<file path="config.mk">
export PLATFORM = sky130hd
export DESIGN_NAME = hfe_ctrl
export DESIGN_NICKNAME = d
export VERILOG_FILES = /design/src/design/hfe_pkg.sv /design/src/design/hfe_ctrl.sv
export SDC_FILE = /design/constraint.sdc
export NUM_CORES = 1
export LEC_CHECK = 0
export BUFFER_PORTS_ARGS = -buffer_cell sky130_fd_sc_hd__buf_4
export CAP_MARGIN = 0
export CORE_AREA = 2 2 39 41
export CTS_CLUSTER_DIAMETER = 50
export DETAILED_ROUTE_END_ITERATION = 8
export DIE_AREA = 0 0 41 43
export PLACE_DENSITY = 0.7
export SYNTH_ARGS = -nofsm -noshare
export SYNTH_HDL_FRONTEND = slang
export SYNTH_SLANG_ARGS = --single-unit
</file>
<file path="constraint.sdc">
create_clock -name i_clk -period 2 [get_ports i_clk]
set_clock_uncertainty 0.2 [all_clocks]
set_input_delay 0.3 -clock i_clk [delete_from_list [all_inputs] [get_ports i_clk]]
set_output_delay 0.3 -clock i_clk [all_outputs]
set_load 0.01 [all_outputs]
</file>
<file path="src/design/hfe_pkg.sv">
// ----------------------------------------------------------------------------
// hfe_pkg: shared types and constants
// Field widths, register indexes and the command/status bundles between
// the controller and the datapath.
// ----------------------------------------------------------------------------
`default_nettype none
package hfe_pkg;
    localparam int SAMPLE_W = 16;
    localparam int BPU_W    = 9;
    localparam int TEMP_W   = 16;
    localparam int CFG_W    = 16;
    localparam int CFG_IDX_W = 1;
    localparam int DENS_W   = 25;
    localparam int FE_W     = 32;
    localparam int LN_W     = 21;
    localparam int FMAG_W   = 29;

    localparam int DEF_MAX_SAMPLES = 4096;
    localparam int DEF_MAX_BINS    = 64;

    localparam logic [CFG_IDX_W-1:0] REG_BPU  = 1'd0;
    localparam logic [CFG_IDX_W-1:0] REG_TEMP = 1'd1;

    localparam logic [BPU_W-1:0]  BPU_RESET  = 9'd10;
    localparam logic [TEMP_W-1:0] TEMP_RESET = 16'd256;
    localparam logic [DENS_W-1:0] DENS_MAX   = 25'h1FFFFFF;
    localparam logic [31:0]       LN2_Q32    = 32'd2977044472;

    typedef struct packed {
        logic load;
        logic setup;
        logic run_clear;
        logic clr_wr;
        logic fill_rd_idx;
        logic fill_rd_bin;
        logic fill_wr;
        logic emit_rd;
        logic div_init;
        logic div_step;
        logic norm_init;
        logic norm_step;
        logic log_step;
        logic ln_mul;
        logic fe_mul;
        logic out_emit;
    } t_cmd;

    typedef struct packed {
        logic empty;
        logic clr_last;
        logic fill_last;
        logic bin_zero;
        logic div_done;
        logic norm_done;
        logic log_done;
        logic emit_last;
    } t_sts;
endpackage
`default_nettype wire

</file>
<file path="src/design/hfe_ctrl.sv">
// ----------------------------------------------------------------------------
// hfe_ctrl: run sequencer
// Steps through set-up, bin clear, fill and the per-bin result pass.
// ----------------------------------------------------------------------------
`default_nettype none
module hfe_ctrl (
    input  wire logic          i_clk,
    input  wire logic          i_rst_n,
    input  wire logic          i_start,
    input  wire logic          i_last,
    input  wire hfe_pkg::t_sts i_sts,
    output      hfe_pkg::t_cmd o_cmd,
    output      logic          o_busy
);
    import hfe_pkg::*;

    localparam logic [3:0] S_IDLE   = 4'd0;
    localparam logic [3:0] S_SETUP  = 4'd1;
    localparam logic [3:0] S_CLEAR  = 4'd2;
    localparam logic [3:0] S_FILL_A = 4'd3;
    localparam logic [3:0] S_FILL_B = 4'd4;
    localparam logic [3:0] S_FILL_C = 4'd5;
    localparam logic [3:0] S_EMIT_A = 4'd6;
    localparam logic [3:0] S_EMIT_B = 4'd7;
    localparam logic [3:0] S_DIV    = 4'd8;
    localparam logic [3:0] S_SAT    = 4'd9;
    localparam logic [3:0] S_NORM   = 4'd10;
    localparam logic [3:0] S_LOG    = 4'd11;
    localparam logic [3:0] S_LN     = 4'd12;
    localparam logic [3:0] S_FE     = 4'd13;
    localparam logic [3:0] S_OUT    = 4'd14;

    logic [3:0] r_state, n_state;

    assign o_busy = (r_state != S_IDLE);

    always_comb begin
        n_state = r_state;
        o_cmd   = '0;
        case (r_state)
            S_IDLE: begin
                o_cmd.load = i_start;
                if (i_start && i_last) n_state = S_SETUP;
            end
            S_SETUP: begin
                if (i_sts.empty) begin
                    o_cmd.run_clear = 1'b1;
                    n_state = S_IDLE;
                end else begin
                    o_cmd.setup = 1'b1;
                    n_state = S_CLEAR;
                end
            end
            S_CLEAR: begin
                o_cmd.clr_wr = 1'b1;
                if (i_sts.clr_last) n_state = S_FILL_A;
            end
            S_FILL_A: begin
                o_cmd.fill_rd_idx = 1'b1;
                n_state = S_FILL_B;
            end
            S_FILL_B: begin
                o_cmd.fill_rd_bin = 1'b1;
                n_state = S_FILL_C;
            end
            S_FILL_C: begin
                o_cmd.fill_wr = 1'b1;
                n_state = i_sts.fill_last ? S_EMIT_A : S_FILL_A;
            end
            S_EMIT_A: begin
                o_cmd.emit_rd = 1'b1;
                n_state = S_EMIT_B;
            end
            S_EMIT_B: begin
                o_cmd.div_init = 1'b1;
                n_state = i_sts.bin_zero ? S_OUT : S_DIV;
            end
            S_DIV: begin
                o_cmd.div_step = 1'b1;
                if (i_sts.div_done) n_state = S_SAT;
            end
            S_SAT: begin
                o_cmd.norm_init = 1'b1;
                n_state = S_NORM;
            end
            S_NORM: begin
                if (i_sts.norm_done) begin
                    n_state = S_LOG;
                end else begin
                    o_cmd.norm_step = 1'b1;
                end
            end
            S_LOG: begin
                o_cmd.log_step = 1'b1;
                if (i_sts.log_done) n_state = S_LN;
            end
            S_LN: begin
                o_cmd.ln_mul = 1'b1;
                n_state = S_FE;
            end
            S_FE: begin
                o_cmd.fe_mul = 1'b1;
                n_state = S_OUT;
            end
            S_OUT: begin
                o_cmd.out_emit = 1'b1;
                if (i_sts.emit_last) begin
                    o_cmd.run_clear = 1'b1;
                    n_state = S_IDLE;
                end else begin
                    n_state = S_EMIT_A;
                end
            end
            default: n_state = S_IDLE;
        endcase
    end

    always_ff @(posedge i_clk) begin
        if (!i_rst_n) begin
            r_state <= S_IDLE;
        end else begin
            r_state <= n_state;
        end
    end
endmodule
`default_nettype wire

</file>
=== Word level (Yosys, flattened, before mapping) ===
Cells that the tools add are included.
W data, S select, Z words.

* Multiplexer cells: 30
* Reduce and logical (&&, ||, !) cells: 4
* Eq/ne operators: 19

{| class="wikitable"
|+ Operator list
! cell !! count
|-
| $pmux W4 S15 || 1
|-
| $eq A4 B4 Y1 const B || 7
|-
| $mux W4 || 5
|-
| $mux W1 || 19
|-
| $eq A4 B3 Y1 const B || 4
|-
| $ne A2 B2 Y1 const B || 5
|-
| $mux W3 || 3
|-
| $eq A4 B2 Y1 const B || 2
|-
| $reduce_and A5 Y1 || 1
|-
| $eq A4 B1 Y1 const B || 1
|-
| $logic_not A4 Y1 || 1
|-
| $reduce_bool A4 Y1 || 1
|-
| $mux W2 || 1
|-
| $pmux W1 S2 || 1
|-
| $logic_and A1 B1 Y1 || 1
|}

* Output and inout port bits: 17
* Bits of input ports: 12
* Register bits after elaboration: 4
* Word-level logic and storage cells: 54

=== Depth between registers and ports, before layout ===
* Depth in word-level cells: 3
* Gate-level depth with buffers: 5

=== Least setup slack after synthesis ===
OpenSTA, ideal clock, no wires.

* Path kind: register to output
* Start point: register r_state[0]
* End point: output port o_cmd[13] (netlist name)
* Arrival time: 1.070 ns
* Cell stages (with the launch flop): 6
* Required time: 1.500 ns
* Slack: 0.430 ns
* Path through: dfxtp_1 > buf_2 > nand2b_1 > nor2_1 > nand2_1 > o21ai_0

{| class="wikitable"
|+ RTL lines
! item !! line !! source
|-
| start: declaration || hfe_ctrl.sv:33 || <nowiki>logic [3:0] r_state, n_state;</nowiki>
|-
| start signal: assignment || hfe_ctrl.sv:122 || <nowiki>r_state <= n_state;</nowiki>
|-
| end: declaration || hfe_ctrl.sv:12 || <nowiki>output hfe_pkg::t_cmd o_cmd,</nowiki>
|}

==> flow_summary.ini <==
[status]
outcome = finished, final reports clean

[sta]
worstMarginPinSlew_ps = 289
fin_setup_tns_ps = 0
setup_viol = 0
hold_viol = 0
min_period_over_period = 0.919
rsz0062_at_grt = no
fin_crit_ps = 1840
slew_viol_final = 0
max_freq_mhz = 544
maxSlewHeadroom = 0.805

[synthesis]
synth_warnings = 0
synthCells = 69
yosysSeqAreaShare = 0.189
syn_nets = 81
ys_types = 27
ys_seq_elements = 4
synthesis.area_um2 = 423
syn_avg_cell_area_um2 = 6.13

[final_layout]
layout_commonest_cell = buf_4
reg_top3 = r_state: 4 flops
regMostFlops = r_state
diodes = 0
final_cell_mix = buf_4, nor2_1, nand2_1
fin_cells = 112
fin_nets = 110
areaGrowthSynthToFinish_pct = 55.0
drive_above_1_share = 0.375
largest_register_ffs = 4

[route]
initialDrtViolationCount = 9
vias = 577
wl_mm = 1.31
postRouteAntennaNets = 0
drtPass1Iterations = 4
route.detailed.drc = 0
viasPerCell = 5.15
avgRoutedWirePerCell_um = 11.7

[critical_path]
timing.critical_path.slowest_cell_delay_ps = 470
path_max_fanout = 17
start_kind = flop
path_class = reg2out
crit_chain = nand2_1 > nor2_1 > nand2_1 > o21ai_0 > buf_4
end_kind = primary output
cp.required_ps = 1500
cp.arrival_ps = 1340
cp_common_cell = nand2_1
slowest_stage = dfxtp_2

[global_routing]
grt_start_max_net_pins = 18
grt_overflow = 0
antenna_found_initial = 0
grt_pass1_wl_mm = 1.90
track_usage = 0.154
grt_pass1_vias = 473

[pwr]
p_leak_nw = 0.292
power_density_mw_per_mm2 = 426
ir_drop_mv = 0.282

[clock_tree]
cts_setup_buffers = 0
clk_pin_slew_worst_paths_ps = 30
cts-root-buf = clkbuf_4
clk_latency_ps = 230
cts_hold_buf = 0
cts_tree = yes
cts_buffers = 3
htree_levels = 1
cts_buffer_depth = 2
cts_sinks = 4

[die]
start_util = 0.306
dieArea_mm2 = 0.00176
die_x_um = 41
num_rows = 14
die_h_um = 43
core_area_mm2 = 0.00138
io_pins = 29

[place]
gp_congestion = 0.855
hpwl_mm = 1.00
placedCellCount = 109
port_buffers = 28

[job]
max-cap-violations = 0

[hold_path]
hp-class = in2reg
## per-stage QoR
stage / util / power, mW / cell area (µm²) / worst slack, ps / hold WS, ps
after floorplan: - / 0.141 / 423 / 430 / 248
after global placement: 0.454 / 0.180 / 628 / 250 / 385
after detailed placement: 0.454 / 0.181 / 628 / 208 / 381
after CTS: 0.471 / 0.281 / 652 / 49.0 / 141
after global routing: 0.474 / 0.295 / 656 / 30.7 / 155
final: 0.474 / 0.279 / 656 / 163 / 143
## timing repair
action,4_1_cts,5_1_grt
gates cloned,0,0
setup endpoints to repair,1,2
resized for setup,1,3
hold endpoints to repair,0,0
## Yosys cell counts
cell type / number / area (µm²)
nor3_1: 3 / 15.0
a21boi_1: 1 / 7.51
nand3b_1: 2 / 15.0
buf_2: 2 / 10.0
a31oi_1: 1 / 6.26
nand2_1: 11 / 41.3
a21oi_1: 2 / 10.0
o21ai_0: 3 / 15.0
nor4_1: 1 / 6.26
or2_1: 1 / 6.26
a41oi_1: 1 / 8.76
a221o_1: 1 / 10.0
and3_1: 1 / 6.26
inv_1: 2 / 7.51
o211ai_1: 1 / 7.51
a22o_1: 1 / 8.76
or2_2: 1 / 6.26
a2bb2oi_1: 1 / 8.76
a311oi_1: 1 / 8.76
o22ai_1: 1 / 6.26
dfxtp_1: 4 / 80.1
nand3_1: 1 / 5.00
or3_1: 1 / 6.26
buf_4: 2 / 15.0
or4_1: 1 / 7.51
nor2_1: 16 / 60.1
nand2b_1: 6 / 37.5
## final cells by class
type | count | area [µm²]
multi-input combinational | 59 | 310
clock buffer | 3 | 22.5
fill | 167 | 728
timing repair buffer | 28 | 210
sequential | 4 | 85.1
tap | 16 | 20.0
inverter | 2 | 7.51
## routing by layer
layer	track usage	vias to the layer above	wire (µm)
met1	0.215	256	591
met5	0	-	0
met3	0.0628	0	113
li1	-	294	-
met4	0.0200	0	0
met2	0.222	27	600
## kinds of logic (layout without fill, tap and decap cells)
family | count (synthesis) | after routing | share of synthesized area
DFF | 4 | 4 | 0.189
buffers and inverters | 6 | 33 | 0.0769
AOI/OAI and AO/OA | 14 | 14 | 0.231
and+or+nand+nor | 45 | 45 | 0.503
## path summary, 6_finish.rpt
check	cells after the start	slack (ps)	end	from
max	5	160	o_cmd[13]	r_state[3]
max reg2reg	4	460	r_state[0]	r_state[2]
min reg2reg	2	380	r_state[2]	r_state[2]
min	3	140	r_state[3]	i_rst_n
## critical path: cells and delay by family, from the launching register on
family                 cells  cell delay (ps)
flip-flops                 1              470
AND/OR/NAND/NOR            3              420
buffers and inverters      1              140
AO/OA/AOI/OAI              1               70
## power by group
group / switching, mW / internal (mW)
combinational: 0.0390 / 0.0460
clock: 0.0306 / 0.0669
sequential: 0.0118 / 0.0848
total: 0.0814 / 0.198
Note: power is estimated with default switching activity, not from simulation.
